## src/design/dfr_pkg.sv

```systemverilog
// Package of the sync/length/checksum deframer: item and result types,
// frame constants and engine states. No dependencies.
package dfr_pkg;

    localparam int HEADER_LEN    = 10;
    localparam int FRAME_MAX     = 64;
    localparam int CHECK_POS     = 9;
    localparam int TIMEOUT_RESET = 100;
    localparam int QUEUE_DEPTH   = 4;

    localparam logic [7:0] SYNC_B0 = 8'h49;
    localparam logic [7:0] SYNC_B1 = 8'h34;
    localparam logic [7:0] SYNC_B2 = 8'h53;
    localparam logic [7:0] SYNC_B3 = 8'h30;

    localparam logic CFG_TIMEOUT   = 1'b0;
    localparam logic CFG_DIRECTION = 1'b1;

    typedef struct packed {
        logic       is_tick;
        logic [7:0] data;
    } item_t;

    typedef struct packed {
        logic [7:0] command;
        logic [7:0] sub_command;
        logic [5:0] payload_length;
        logic [7:0] payload_byte;
        logic [5:0] byte_index;
        logic       empty_payload;
        logic       last;
    } result_t;

    typedef enum logic [3:0] {
        ST_IDLE,
        ST_SYNC,
        ST_SYNC_CMP,
        ST_HDR_RD,
        ST_HDR_ACC,
        ST_LEN_CHK,
        ST_SUM_CHK,
        ST_EMPTY,
        ST_EMIT_RD,
        ST_EMIT_WR,
        ST_DROP
    } state_t;

    function automatic logic [7:0] sync_byte(input logic [1:0] k);
        logic [7:0] b;
        case (k)
            2'd0:    b = SYNC_B0;
            2'd1:    b = SYNC_B1;
            2'd2:    b = SYNC_B2;
            default: b = SYNC_B3;
        endcase
        return b;
    endfunction

endpackage

```

## src/design/dfr_in_queue.sv

```systemverilog
// Input queue of the deframer: holds received bytes and ticks, tagged by kind.
// Depends on dfr_pkg.
module dfr_in_queue (
    input  logic           clk,
    input  logic           rst_n,
    input  logic           push,
    input  logic           req_type,
    input  logic [7:0]     rx_byte,
    output logic           full,
    input  logic           pop,
    output logic           empty,
    output dfr_pkg::item_t item
);
    import dfr_pkg::*;

    item_t      q_mem [QUEUE_DEPTH];
    logic [1:0] wr_ptr_reg, rd_ptr_reg;
    logic [2:0] count_reg;
    logic       do_push, do_pop;

    assign full    = (count_reg == 3'(QUEUE_DEPTH));
    assign empty   = (count_reg == 3'd0);
    assign do_push = push && !full;
    assign do_pop  = pop && !empty;
    assign item    = q_mem[rd_ptr_reg];

    always_ff @(posedge clk)
    begin
        if (do_push)
        begin
            q_mem[wr_ptr_reg] <= '{is_tick: req_type, data: rx_byte};
        end
    end

    always_ff @(posedge clk or negedge rst_n)
    begin
        if (!rst_n)
        begin
            wr_ptr_reg <= '0;
            rd_ptr_reg <= '0;
            count_reg  <= '0;
        end
        else
        begin
            if (do_push)
            begin
                wr_ptr_reg <= wr_ptr_reg + 2'd1;
            end
            if (do_pop)
            begin
                rd_ptr_reg <= rd_ptr_reg + 2'd1;
            end
            count_reg <= count_reg + 3'(do_push) - 3'(do_pop);
        end
    end

endmodule

```

## src/design/dfr_out_queue.sv

```systemverilog
// Result queue of the deframer: holds finished results until they are taken.
// Depends on dfr_pkg.
module dfr_out_queue (
    input  logic             clk,
    input  logic             rst_n,
    input  logic             push,
    input  dfr_pkg::result_t wdata,
    output logic             full,
    input  logic             pop,
    output logic             empty,
    output dfr_pkg::result_t rdata
);
    import dfr_pkg::*;

    result_t    q_mem [QUEUE_DEPTH];
    logic [1:0] wr_ptr_reg, rd_ptr_reg;
    logic [2:0] count_reg;
    logic       do_push, do_pop;

    assign full    = (count_reg == 3'(QUEUE_DEPTH));
    assign empty   = (count_reg == 3'd0);
    assign do_push = push && !full;
    assign do_pop  = pop && !empty;
    assign rdata   = q_mem[rd_ptr_reg];

    always_ff @(posedge clk)
    begin
        if (do_push)
        begin
            q_mem[wr_ptr_reg] <= wdata;
        end
    end

    always_ff @(posedge clk or negedge rst_n)
    begin
        if (!rst_n)
        begin
            wr_ptr_reg <= '0;
            rd_ptr_reg <= '0;
            count_reg  <= '0;
        end
        else
        begin
            if (do_push)
            begin
                wr_ptr_reg <= wr_ptr_reg + 2'd1;
            end
            if (do_pop)
            begin
                rd_ptr_reg <= rd_ptr_reg + 2'd1;
            end
            count_reg <= count_reg + 3'(do_push) - 3'(do_pop);
        end
    end

endmodule

```

## src/design/dfr_engine.sv

```systemverilog
// Frame engine of the deframer: circular assembly buffer, sync search, length
// and checksum checks, and payload emission. Depends on dfr_pkg.
module dfr_engine (
    input  logic             clk,
    input  logic             rst_n,
    input  logic [15:0]      timeout_ticks,
    input  logic [7:0]       accept_direction,
    input  logic             in_empty,
    input  dfr_pkg::item_t   in_item,
    output logic             in_pop,
    input  logic             out_full,
    output logic             res_push,
    output dfr_pkg::result_t res
);
    import dfr_pkg::*;

    logic [7:0]  buf_mem [FRAME_MAX];
    logic [7:0]  rdata_reg;

    state_t      state_reg, state_next;
    logic [5:0]  head_reg, head_next;
    logic [6:0]  fill_reg, fill_next;
    logic [15:0] idle_reg, idle_next;
    logic [6:0]  k_reg, k_next;
    logic [7:0]  sum_reg, sum_next;
    logic [7:0]  len_lo_reg, len_lo_next, len_hi_reg, len_hi_next;
    logic [7:0]  dir_reg, dir_next, cmd_reg, cmd_next;
    logic [7:0]  sub_reg, sub_next, chk_reg, chk_next;

    logic        wr_en, rd_en;
    logic [5:0]  wr_addr, rd_addr;
    logic [15:0] flen;
    logic [6:0]  flen7;
    logic [5:0]  plen;
    logic [15:0] idle_sat;
    logic [6:0]  k_inc;

    assign flen     = {len_hi_reg, len_lo_reg};
    assign flen7    = flen[6:0];
    assign plen     = 6'(flen7 - 7'(HEADER_LEN));
    assign idle_sat = (idle_reg == 16'hFFFF) ? idle_reg : idle_reg + 16'd1;
    assign k_inc    = k_reg + 7'd1;
    assign wr_addr  = head_reg + fill_reg[5:0];

    always_ff @(posedge clk)
    begin
        if (wr_en)
        begin
            buf_mem[wr_addr] <= in_item.data;
        end
        if (rd_en)
        begin
            rdata_reg <= buf_mem[rd_addr];
        end
    end

    always_ff @(posedge clk or negedge rst_n)
    begin
        if (!rst_n)
        begin
            state_reg <= ST_IDLE;
            head_reg  <= '0;
            fill_reg  <= '0;
            idle_reg  <= '0;
            k_reg     <= '0;
        end
        else
        begin
            state_reg <= state_next;
            head_reg  <= head_next;
            fill_reg  <= fill_next;
            idle_reg  <= idle_next;
            k_reg     <= k_next;
        end
    end

    always_ff @(posedge clk)
    begin
        sum_reg    <= sum_next;
        len_lo_reg <= len_lo_next;
        len_hi_reg <= len_hi_next;
        dir_reg    <= dir_next;
        cmd_reg    <= cmd_next;
        sub_reg    <= sub_next;
        chk_reg    <= chk_next;
    end

    always_comb
    begin
        state_next  = state_reg;
        head_next   = head_reg;
        fill_next   = fill_reg;
        idle_next   = idle_reg;
        k_next      = k_reg;
        sum_next    = sum_reg;
        len_lo_next = len_lo_reg;
        len_hi_next = len_hi_reg;
        dir_next    = dir_reg;
        cmd_next    = cmd_reg;
        sub_next    = sub_reg;
        chk_next    = chk_reg;
        wr_en       = 1'b0;
        rd_en       = 1'b0;
        rd_addr     = head_reg + k_reg[5:0];
        in_pop      = 1'b0;
        res_push    = 1'b0;
        res         = '{command: cmd_reg, sub_command: sub_reg, payload_length: plen,
                        payload_byte: rdata_reg, byte_index: k_reg[5:0],
                        empty_payload: 1'b0, last: (k_inc == 7'(plen))};

        case (state_reg)
            ST_IDLE:
            begin
                if (!in_empty)
                begin
                    in_pop = 1'b1;
                    if (in_item.is_tick)
                    begin
                        if (fill_reg != 7'd0 && idle_sat >= timeout_ticks)
                        begin
                            fill_next = '0;
                            idle_next = '0;
                        end
                        else
                        begin
                            idle_next = idle_sat;
                        end
                    end
                    else
                    begin
                        if (fill_reg < 7'(FRAME_MAX))
                        begin
                            wr_en     = 1'b1;
                            fill_next = fill_reg + 7'd1;
                        end
                        idle_next  = '0;
                        k_next     = '0;
                        state_next = ST_SYNC;
                    end
                end
            end
            ST_SYNC:
            begin
                if (fill_reg == 7'd0)
                begin
                    state_next = ST_IDLE;
                end
                else if (k_reg == 7'd4 || k_reg == fill_reg)
                begin
                    k_next   = '0;
                    sum_next = '0;
                    state_next = (fill_reg < 7'(HEADER_LEN)) ? ST_IDLE : ST_HDR_RD;
                end
                else
                begin
                    rd_en      = 1'b1;
                    state_next = ST_SYNC_CMP;
                end
            end
            ST_SYNC_CMP:
            begin
                if (rdata_reg != sync_byte(k_reg[1:0]))
                begin
                    head_next = head_reg + 6'd1;
                    fill_next = fill_reg - 7'd1;
                    k_next    = '0;
                end
                else
                begin
                    k_next = k_inc;
                end
                state_next = ST_SYNC;
            end
            ST_HDR_RD:
            begin
                rd_en      = 1'b1;
                state_next = ST_HDR_ACC;
            end
            ST_HDR_ACC:
            begin
                if (k_reg != 7'(CHECK_POS))
                begin
                    sum_next = sum_reg + rdata_reg;
                end
                case (k_reg)
                    7'd4:    len_lo_next = rdata_reg;
                    7'd5:    len_hi_next = rdata_reg;
                    7'd6:    dir_next    = rdata_reg;
                    7'd7:    cmd_next    = rdata_reg;
                    7'd8:    sub_next    = rdata_reg;
                    7'd9:    chk_next    = rdata_reg;
                    default: ;
                endcase
                k_next = k_inc;
                if (k_inc == 7'(HEADER_LEN))
                begin
                    state_next = ST_LEN_CHK;
                end
                else if (k_inc > 7'(HEADER_LEN) && k_inc == flen7)
                begin
                    state_next = ST_SUM_CHK;
                end
                else
                begin
                    state_next = ST_HDR_RD;
                end
            end
            ST_LEN_CHK:
            begin
                if (flen < 16'(HEADER_LEN) || flen > 16'(FRAME_MAX))
                begin
                    head_next  = head_reg + 6'd1;
                    fill_next  = fill_reg - 7'd1;
                    k_next     = '0;
                    state_next = ST_SYNC;
                end
                else if (fill_reg < flen7)
                begin
                    state_next = ST_IDLE;
                end
                else if (flen7 == 7'(HEADER_LEN))
                begin
                    state_next = ST_SUM_CHK;
                end
                else
                begin
                    state_next = ST_HDR_RD;
                end
            end
            ST_SUM_CHK:
            begin
                k_next = '0;
                if (sum_reg != chk_reg)
                begin
                    head_next  = head_reg + 6'd1;
                    fill_next  = fill_reg - 7'd1;
                    state_next = ST_SYNC;
                end
                else if (dir_reg == accept_direction)
                begin
                    state_next = (flen7 == 7'(HEADER_LEN)) ? ST_EMPTY : ST_EMIT_RD;
                end
                else
                begin
                    state_next = ST_DROP;
                end
            end
            ST_EMPTY:
            begin
                res = '{command: cmd_reg, sub_command: sub_reg, payload_length: 6'd0,
                        payload_byte: 8'd0, byte_index: 6'd0,
                        empty_payload: 1'b1, last: 1'b1};
                if (!out_full)
                begin
                    res_push   = 1'b1;
                    state_next = ST_DROP;
                end
            end
            ST_EMIT_RD:
            begin
                rd_en      = 1'b1;
                rd_addr    = head_reg + 6'(HEADER_LEN) + k_reg[5:0];
                state_next = ST_EMIT_WR;
            end
            ST_EMIT_WR:
            begin
                if (!out_full)
                begin
                    res_push   = 1'b1;
                    k_next     = k_inc;
                    state_next = (k_inc == 7'(plen)) ? ST_DROP : ST_EMIT_RD;
                end
            end
            ST_DROP:
            begin
                head_next  = head_reg + flen7[5:0];
                fill_next  = fill_reg - flen7;
                k_next     = '0;
                state_next = ST_SYNC;
            end
            default:
            begin
                state_next = ST_IDLE;
            end
        endcase
    end

    a_fill_bound: assert property (@(posedge clk) disable iff (!rst_n)
        fill_reg <= 7'(FRAME_MAX))
        else $error("fill count above buffer depth");

    a_pop_idle: assert property (@(posedge clk) disable iff (!rst_n)
        in_pop |-> state_reg == ST_IDLE)
        else $error("item taken while a frame is in work");

    a_push_room: assert property (@(posedge clk) disable iff (!rst_n)
        res_push |-> !out_full)
        else $error("result pushed into a full queue");

    a_drop_len: assert property (@(posedge clk) disable iff (!rst_n)
        state_reg == ST_DROP |=> fill_reg == $past(fill_reg) - $past(flen7))
        else $error("frame drop removed the wrong byte count");

endmodule

```

## src/design/sync_length_checksum_deframer_core.sv

```systemverilog
// Top level of the deframer: config registers, input queue, frame engine, result queue.
// Depends on dfr_pkg and the dfr modules.
// A tick advances the idle count and may flush a stale partial frame; each byte restarts
// the sync search, so the sync word and header are re-read from the buffer. A checked frame
// of the accepted direction yields one result per payload byte, or a single empty_payload
// result; pushes wait while the result queue is full. A failed check drops one byte and rescans.
module sync_length_checksum_deframer_core (
    input  logic        clk,
    input  logic        rst_n,
    input  logic        push,
    output logic        full,
    input  logic        req_type,
    input  logic [7:0]  rx_byte,
    output logic        empty,
    input  logic        pop,
    output logic [7:0]  command,
    output logic [7:0]  sub_command,
    output logic [5:0]  payload_length,
    output logic [7:0]  payload_byte,
    output logic [5:0]  byte_index,
    output logic        empty_payload,
    output logic        last,
    input  logic        cfg_valid,
    output logic        cfg_ready,
    input  logic        cfg_index,
    input  logic [15:0] cfg_data
);
    import dfr_pkg::*;

    logic [15:0] timeout_reg;
    logic [7:0]  direction_reg;
    item_t       in_item;
    logic        in_empty, in_pop;
    logic        out_full, res_push;
    result_t     res, out_res;

    assign cfg_ready = 1'b1;

    always_ff @(posedge clk or negedge rst_n)
    begin
        if (!rst_n)
        begin
            timeout_reg   <= 16'(TIMEOUT_RESET);
            direction_reg <= '0;
        end
        else if (cfg_valid)
        begin
            case (cfg_index)
                CFG_TIMEOUT:   timeout_reg   <= cfg_data;
                CFG_DIRECTION: direction_reg <= cfg_data[7:0];
                default:       ;
            endcase
        end
    end

    dfr_in_queue u_in_queue (
        .clk      (clk),
        .rst_n    (rst_n),
        .push     (push),
        .req_type (req_type),
        .rx_byte  (rx_byte),
        .full     (full),
        .pop      (in_pop),
        .empty    (in_empty),
        .item     (in_item)
    );

    dfr_engine u_engine (
        .clk              (clk),
        .rst_n            (rst_n),
        .timeout_ticks    (timeout_reg),
        .accept_direction (direction_reg),
        .in_empty         (in_empty),
        .in_item          (in_item),
        .in_pop           (in_pop),
        .out_full         (out_full),
        .res_push         (res_push),
        .res              (res)
    );

    dfr_out_queue u_out_queue (
        .clk   (clk),
        .rst_n (rst_n),
        .push  (res_push),
        .wdata (res),
        .full  (out_full),
        .pop   (pop),
        .empty (empty),
        .rdata (out_res)
    );

    assign command        = out_res.command;
    assign sub_command    = out_res.sub_command;
    assign payload_length = out_res.payload_length;
    assign payload_byte   = out_res.payload_byte;
    assign byte_index     = out_res.byte_index;
    assign empty_payload  = out_res.empty_payload;
    assign last           = out_res.last;

endmodule
```

## config.mk

```make
export PLATFORM = sky130hd
export DESIGN_NAME = sync_length_checksum_deframer_core
export DESIGN_NICKNAME = d
export VERILOG_FILES = /design/src/design/dfr_pkg.sv /design/src/design/dfr_in_queue.sv /design/src/design/dfr_out_queue.sv /design/src/design/dfr_engine.sv /design/src/design/sync_length_checksum_deframer_core.sv
export SDC_FILE = /design/constraint.sdc
export NUM_CORES = 1
export LEC_CHECK = 0
export BUFFER_PORTS_ARGS = -buffer_cell sky130_fd_sc_hd__buf_2
export CAP_MARGIN = 20
export CELL_PAD_IN_SITES_DETAIL_PLACEMENT = 2
export CELL_PAD_IN_SITES_GLOBAL_PLACEMENT = 2
export CORE_ASPECT_RATIO = 1.75
export CORE_MARGIN = 10
export CORE_UTILIZATION = 51
export CTS_CLUSTER_SIZE = 25
export DETAILED_ROUTE_END_ITERATION = 6
export PLACE_DENSITY_LB_ADDON = 0.2
export RECOVER_POWER = 25
export SETUP_SLACK_MARGIN = 0.3
export SLEW_MARGIN = 30
export SYNTH_ARGS = -nofsm -noshare
export SYNTH_HDL_FRONTEND = slang
export SYNTH_SLANG_ARGS = --single-unit
```

## constraint.sdc

```tcl
create_clock -name clk -period 6 [get_ports clk]
set_clock_uncertainty 0.05 [all_clocks]
set_input_delay 0.6 -clock clk [delete_from_list [all_inputs] [get_ports clk]]
set_output_delay 0.6 -clock clk [all_outputs]
set_load 0.01 [all_outputs]
```

## After elaboration in Yosys (flattened, before gate mapping)

Memories as Yosys holds them, arrays and structs flattened. A register that Yosys moved wholly into a read port is not among the register bits.
Index checks and enable logic that the tools add are counted.

- Add/subtract/negate cells: 21
- $lt $le $gt $ge: 7
- Equal/unequal tests: 42
- Muxes and demuxes: 65
- Bitwise operators: 2
- Reduce and logical (&&, ||, !) cells: 40

Operators with widths:

| operator | number |
|---|---|
| $mux W7 | 14 |
| $pmux W7 S7 | 1 |
| $mux W16 | 3 |
| $mux W4 | 12 |
| $pmux W4 S10 | 1 |
| $pmux W7 S5 | 1 |
| $mux W8 | 4 |
| $eq A7 B3 Y1 const B | 4 |
| $eq A7 B4 Y1 const B | 4 |
| $add A6 B6 Y6 | 4 |
| $mux W6 | 4 |
| $pmux W6 S4 | 1 |
| $mux W22 | 1 |
| $pmux W7 S3 | 1 |
| $reduce_and A2 Y1 | 9 |
| $add A16 B1 Y16 const B | 1 |
| $eq A16 B16 Y1 const B | 1 |
| $eq A4 B3 Y1 const B | 4 |
| $ge A16 B16 Y1 | 1 |
| $gt A16 B7 Y1 const B | 1 |
| $lt A16 B4 Y1 const B | 1 |
| $mux W1 | 16 |
| $ne A8 B8 Y1 | 2 |
| $pmux W8 S2 | 1 |
| 45 further kinds | 85 |

- Register bits after elaboration: 134
- Memory bits (writable): 700
- Input bits: 31
- Output and inout port bits: 41
- Word-level logic and storage cells: 200
- Memories kept: 3

Memory list:

| memory | depth | width | rd ports | clocked after memory_dff | write ports | line | source |
|---|---|---|---|---|---|---|---|
| u_engine.buf_mem | 64 | 8 | 1 | 1 | 1 | dfr_engine.sv:17 | `logic [7:0] buf_mem [FRAME_MAX];` |
| u_out_queue.q_mem | 4 | 38 | 1 | 0 | 1 | dfr_out_queue.sv:15 | `result_t q_mem [QUEUE_DEPTH];` |
| u_in_queue.q_mem | 4 | 9 | 1 | 0 | 1 | dfr_in_queue.sv:16 | `item_t q_mem [QUEUE_DEPTH];` |

## Depth between registers and ports, before layout

- Word-level depth: 8
- Mapped depth: 19
- Gate-level depth less buffers: 17

## Modules after synthesis

Synthesis repeated with hierarchy kept, for this count alone.

- Cell total of the unflattened synthesis: 2,312
- Area total of the unflattened synthesis: 37,278.3 µm²

By module, submodules not included:

| module | instances | cells an instance | area an instance (µm²) | sequential area each (µm²) |
|---|---|---|---|---|
| dfr_engine | 1 | 1,930 | 28,546.1 | 18,297.5 |
| dfr_out_queue | 1 | 240 | 6,003.3 | 4,739.5 |
| dfr_in_queue | 1 | 88 | 1,769.2 | 1,256.2 |
| sync_length_checksum_deframer_core | 1 | 54 | 959.7 | 604.3 |

## Worst setup path after synthesis

No wires, ideal clock.

- Path type: register to register
- From: reg u_engine.idle_reg[3]
- To: reg u_engine.fill_reg[2]
- Setup time: 0.135 ns
- Arrival: 3.611 ns
- Required time: 5.815 ns
- Setup slack: 2.204 ns
- Cell stages (with the launch flop): 16
- Path buffers: 2
- Period minus slack after synthesis: 3.796 ns
- Cell sequence: dfrtp_1 buf_2 and4_1 nand3_1 nor4_2 nor2_1 xor2_1 ha_1 nor4_1 nor3_1 a211oi_1 o21ai_0 a21boi_0 o211ai_1 clkbuf_1 o21ai_0

- Cells in the longest elaborated chain, start to end: 6
- Elaborated cells between the ends (all ways): 7
- Classes of those cells: 1 x add/sub; 1 x order compare; 2 x eq/ne; 1 x mux; 2 x reduce/logical

RTL lines:

| what | line | source |
|---|---|---|
| start, declared | dfr_engine.sv:23 | `logic [15:0] idle_reg, idle_next;` |
| start signal, assigned | dfr_engine.sv:72 | `idle_reg <= idle_next;` |
| $add A16 B1 Y16 / $eq A16 B16 Y1 (equally long branches) | dfr_engine.sv:41 | `assign idle_sat = (idle_reg == 16'hFFFF) ? idle_reg : idle_reg + 16'd1;` |
| $mux W16 * | dfr_engine.sv:41 |  |
| $ge A16 B16 Y1 * | dfr_engine.sv:119 | `if (fill_reg != 7'd0 && idle_sat >= timeout_ticks)` |
| $logic_and A1 B1 Y1 * | dfr_engine.sv:119 |  |
| $ne A3 B2 Y1 (no line) * | n/a |  |
| $reduce_and A7 Y1 (no line) * | n/a |  |
| end signal, assigned | dfr_engine.sv:71 | `fill_reg <= fill_next;` |
| end, declared | dfr_engine.sv:22 | `logic [6:0] fill_reg, fill_next;` |

Mark *: on every way between the ends. The rest lies on a longest branch, timed or not.
A chain may end at the register's enable or synchronous reset.

## Final worst setup path

- From: reg u_out_queue.rd_ptr_reg[0]
- To: out payload_length[2]

- Cells in the longest elaborated chain, start to end: 1

RTL lines:

| what | line | source |
|---|---|---|
| start, declared | dfr_out_queue.sv:16 | `logic [1:0] wr_ptr_reg, rd_ptr_reg;` |
| start signal, assigned | dfr_out_queue.sv:50 | `rd_ptr_reg <= rd_ptr_reg + 2'd1;` |
| $mem_v2 Z4 W38 | n/a |  |
| end, declared | sync_length_checksum_deframer_core.sv:18 | `output logic [5:0] payload_length,` |

No other way between the ends.

==> flow_results.xml <==
<?xml version="1.0" encoding="UTF-8"?>
<metrics>
  <group name="layout">
    <metric name="post_route_cells_drive_above_1_share" unit="%">11.1</metric>
    <metric name="largest_reg_flops" unit="">512</metric>
    <metric name="most-common-layout-cells" unit="">sky130_fd_sc_hd__edfxtp_1 (764), sky130_fd_sc_hd__mux2i_1 (507), sky130_fd_sc_hd__nor2_1 (125)</metric>
    <metric name="mostFrequentLayoutCell" unit="">sky130_fd_sc_hd__edfxtp_1</metric>
    <metric name="layout.cells.non_filler" unit="">3377</metric>
    <metric name="design.final.nets" unit="">2503</metric>
    <metric name="antennaDiodeCount" unit="">0</metric>
    <metric name="top_register" unit="">u_engine.buf_mem</metric>
    <metric name="area.growth.synth_to_final" unit="%">10.6</metric>
    <metric name="final_util" unit="%">56.8</metric>
    <metric name="reg.largest.list" unit="">u_engine.buf_mem x512, u_out_queue.q_mem x152, u_in_queue.q_mem x36</metric>
  </group>
  <group name="clocking">
    <metric name="tritoncts" unit="">done</metric>
    <metric name="clock_sink_count" unit="">842</metric>
    <metric name="worst_setup_hold_path_clk_slew" unit="ns">0.07</metric>
    <metric name="cts-hold-fix-buffers" unit="">1</metric>
    <metric name="cts_max_path_buffers" unit="">3</metric>
    <metric name="post-cts-setup-buffer-count" unit="">0</metric>
    <metric name="cts.htree.levels" unit="">3</metric>
    <metric name="insertion_delay" unit="ns">0.67</metric>
    <metric name="cts_buffers" unit="">76</metric>
    <metric name="cts.repair.resized" unit="">0</metric>
    <metric name="cts-root-buf" unit="">sky130_fd_sc_hd__clkbuf_16</metric>
  </group>
  <group name="worst_setup_path">
    <metric name="start_kind" unit="">flop</metric>
    <metric name="critical_path_arrival" unit="ns">4.40</metric>
    <metric name="crit_type" unit="">reg -&gt; out</metric>
    <metric name="nature_of_the_critical_path_endpoint" unit="">primary output</metric>
    <metric name="critical_path.cell_chain" unit="">clkbuf_1 &gt; mux4_2 &gt; buf_2</metric>
    <metric name="critical_path.max_stage_delay" unit="ns">2.36</metric>
    <metric name="cp_slowest_cell" unit="">sky130_fd_sc_hd__clkbuf_1</metric>
    <metric name="timing.reg2reg.worst_path_depth" unit="">10</metric>
    <metric name="worst-endpoint-required" unit="ns">5.35</metric>
    <metric name="crit_path_max_fo" unit="">40</metric>
  </group>
  <group name="timing">
    <metric name="hold_viol" unit="">0</metric>
    <metric name="tightestPinTransition" unit="ns">3.96</metric>
    <metric name="report.final.setup_viol" unit="">0</metric>
    <metric name="setup_repair_after_global_routing_missed_its_margin" unit="">no</metric>
    <metric name="final.period_utilization" unit="%">84.1</metric>
    <metric name="timing.slew.headroom" unit="%">-164</metric>
    <metric name="fmax" unit="MHz">198</metric>
    <metric name="setup_tns_final" unit="ns">0</metric>
    <metric name="post-route-min-period" unit="ns">5.05</metric>
    <metric name="slew_violations" unit="">463</metric>
    <metric name="whs" unit="ns">0.119</metric>
  </group>
  <group name="global_routing">
    <metric name="overflow" unit="">0</metric>
    <metric name="grt_antenna_before_repair" unit="">3</metric>
    <metric name="number_of_global_route_vias_before_repair" unit="">24300</metric>
    <metric name="pin_count_of_the_biggest_net_entering_global_routing" unit="">129</metric>
    <metric name="total_routing_usage_gr" unit="%">28.8</metric>
    <metric name="grt_pass1_wl" unit="mm">176</metric>
  </group>
  <group name="floorplanning">
    <metric name="initial_core_util" unit="%">51.4</metric>
    <metric name="chipHeight" unit="µm">376</metric>
    <metric name="die_area" unit="µm²">84000</metric>
    <metric name="num_rows" unit="">130</metric>
    <metric name="num_io_pins" unit="">72</metric>
    <metric name="die_wd" unit="µm">223</metric>
    <metric name="total_core_area" unit="µm²">71900</metric>
  </group>
  <group name="synthesis">
    <metric name="postSynth.asyncResetShare" unit="%">9.26</metric>
    <metric name="synth_area" unit="µm²">36900</metric>
    <metric name="synth-warning-count" unit="">0</metric>
    <metric name="seq_area_frac_synth" unit="%">67.4</metric>
    <metric name="postSynthAreaPerCell" unit="µm²">16.0</metric>
    <metric name="synth_edf_count" unit="">764</metric>
    <metric name="synth_cell_type_count" unit="">66</metric>
    <metric name="synth_nets" unit="">2424</metric>
    <metric name="synth.ff_latch_count" unit="">842</metric>
    <metric name="synth_cells" unit="">2311</metric>
    <metric name="synth_top_flop_cell" unit="">sky130_fd_sc_hd__edfxtp_1</metric>
  </group>
  <group name="worst_hold_path">
    <metric name="min_path_type" unit="">in -&gt; reg</metric>
    <metric name="hold_depth" unit="">3</metric>
  </group>
  <group name="placement">
    <metric name="port_buffers" unit="">70</metric>
    <metric name="routabilityCongestion" unit="">0.900</metric>
    <metric name="detailedPlacementHpwl" unit="mm">75.7</metric>
    <metric name="post-place-cells" unit="">3234</metric>
  </group>
  <group name="power_and_ir_drop">
    <metric name="power.ir.vdd_worst" unit="mV">0.630</metric>
    <metric name="p_total" unit="mW">22.9</metric>
    <metric name="pwr_density_cell" unit="nW/µm²">560</metric>
    <metric name="p_leak" unit="nW">15.0</metric>
  </group>
  <group name="routing">
    <metric name="drt_wl_total" unit="mm">121</metric>
    <metric name="avgViaCountPerCell" unit="">6.30</metric>
    <metric name="route.detailed.wl_per_inst" unit="µm">36.0</metric>
    <metric name="route.antenna.remaining_nets" unit="">0</metric>
    <metric name="drtIter0Drc" unit="">1726</metric>
    <metric name="num_vias" unit="">21300</metric>
    <metric name="detail_route.first_pass.iterations" unit="">5</metric>
    <metric name="drc_errors" unit="">0</metric>
  </group>
  <group name="outcome">
    <metric name="failing_checks" unit="">max-capacitance violations, max-slew violations</metric>
    <metric name="outcome" unit="">finished, violations left</metric>
  </group>
  <group name="run">
    <metric name="cap_viol_max_count" unit="">8</metric>
  </group>
</metrics>
==> critical path, delay by kind of cell (launching register included) <==
family	cells	cell delay [ns]
multiplexers	1	0.78
buffers and inverters	2	2.54
flip-flops	1	0.37
==> per-layer routing <==
| metal | vias to the layer above | GRT usage, % | wire, µm |
|---|---|---|---|
| li1 | 8937 | - | - |
| met1 | 11200 | 30.1 | 42200 |
| met2 | 766 | 52.9 | 65700 |
| met3 | 376 | 4.48 | 5380 |
| met4 | 2 | 18.0 | 8170 |
| met5 | - | 0 | 13 |
==> power breakdown <==
group	switching, mW	total, mW	leakage (nW)	internal (mW)
clock network	2.34	5.47	1.33	3.12
registers	0.447	8.18	7.88	7.73
logic	6.11	9.24	5.74	3.13
==> Yosys cell counts, drive strengths merged (10+ instances only) <==
cell type / instances / share of area [%]
a21o: 13 / 0.26
a21oi: 40 / 0.55
and3: 18 / 0.30
buf: 52 / 1.2
clkbuf: 47 / 0.48
dfrtp: 75 / 5.1
edfxtp: 764 / 62
ha: 73 / 2.5
inv: 65 / 0.66
mux2: 12 / 0.37
mux2i: 507 / 14
mux4: 47 / 2.9
nand2: 85 / 0.86
nand2b: 12 / 0.20
nand3: 22 / 0.30
nand4: 12 / 0.20
nor2: 127 / 1.3
nor2b: 20 / 0.34
nor3: 28 / 0.38
o21ai: 76 / 1.0
o31ai: 10 / 0.20
xnor2: 60 / 1.5
xor2: 43 / 1.0
==> cell families after synthesis <==
family / Yosys count / share of synthesized area [%]
flops: 842 / 67.4
mux: 566 / 17.0
compound gates: 188 / 3.13
xor+xnor: 103 / 2.51
fa+ha+maj: 82 / 2.96
other cells: 1 / 0.0102
simple gates: 365 / 4.69
buf+inv: 164 / 2.33
==> stage by stage <==
stage	cell area (µm²)	worst slack, ns
CTS	40900	0.632
global route	40900	0.414
global placement	38200	1.21
finish	40900	0.955
floorplan	36900	2.20
detailed placement	38200	0.900
==> layout make-up <==
cell class / count / area, µm²
Inverter: 65 / 244
Clock inverter: 52 / 687
Tap cell: 924 / 1160
Sequential cell: 842 / 24900
Multi-Input combinational cell: 1305 / 11300
Fill cell: 6274 / 31000
Timing Repair Buffer: 100 / 563
Clock buffer: 89 / 2020
==> final timing paths <==
check                                             to                       from  slack (ns)
max in group asynchronous  u_out_queue.rd_ptr_reg[0]                      rst_n        4.07
setup reg to reg               u_engine.rdata_reg[3]      u_engine.state_reg[3]        1.15
setup / recovery                   payload_length[2]  u_out_queue.rd_ptr_reg[0]        0.95
hold reg to reg             u_out_queue.q_mem[0][30]        u_engine.cmd_reg[0]        0.49
hold / removal                        timeout_reg[4]                cfg_data[4]        0.12
min in group asynchronous            timeout_reg[13]                      rst_n        0.59
(Power assumes the default switching activity.)
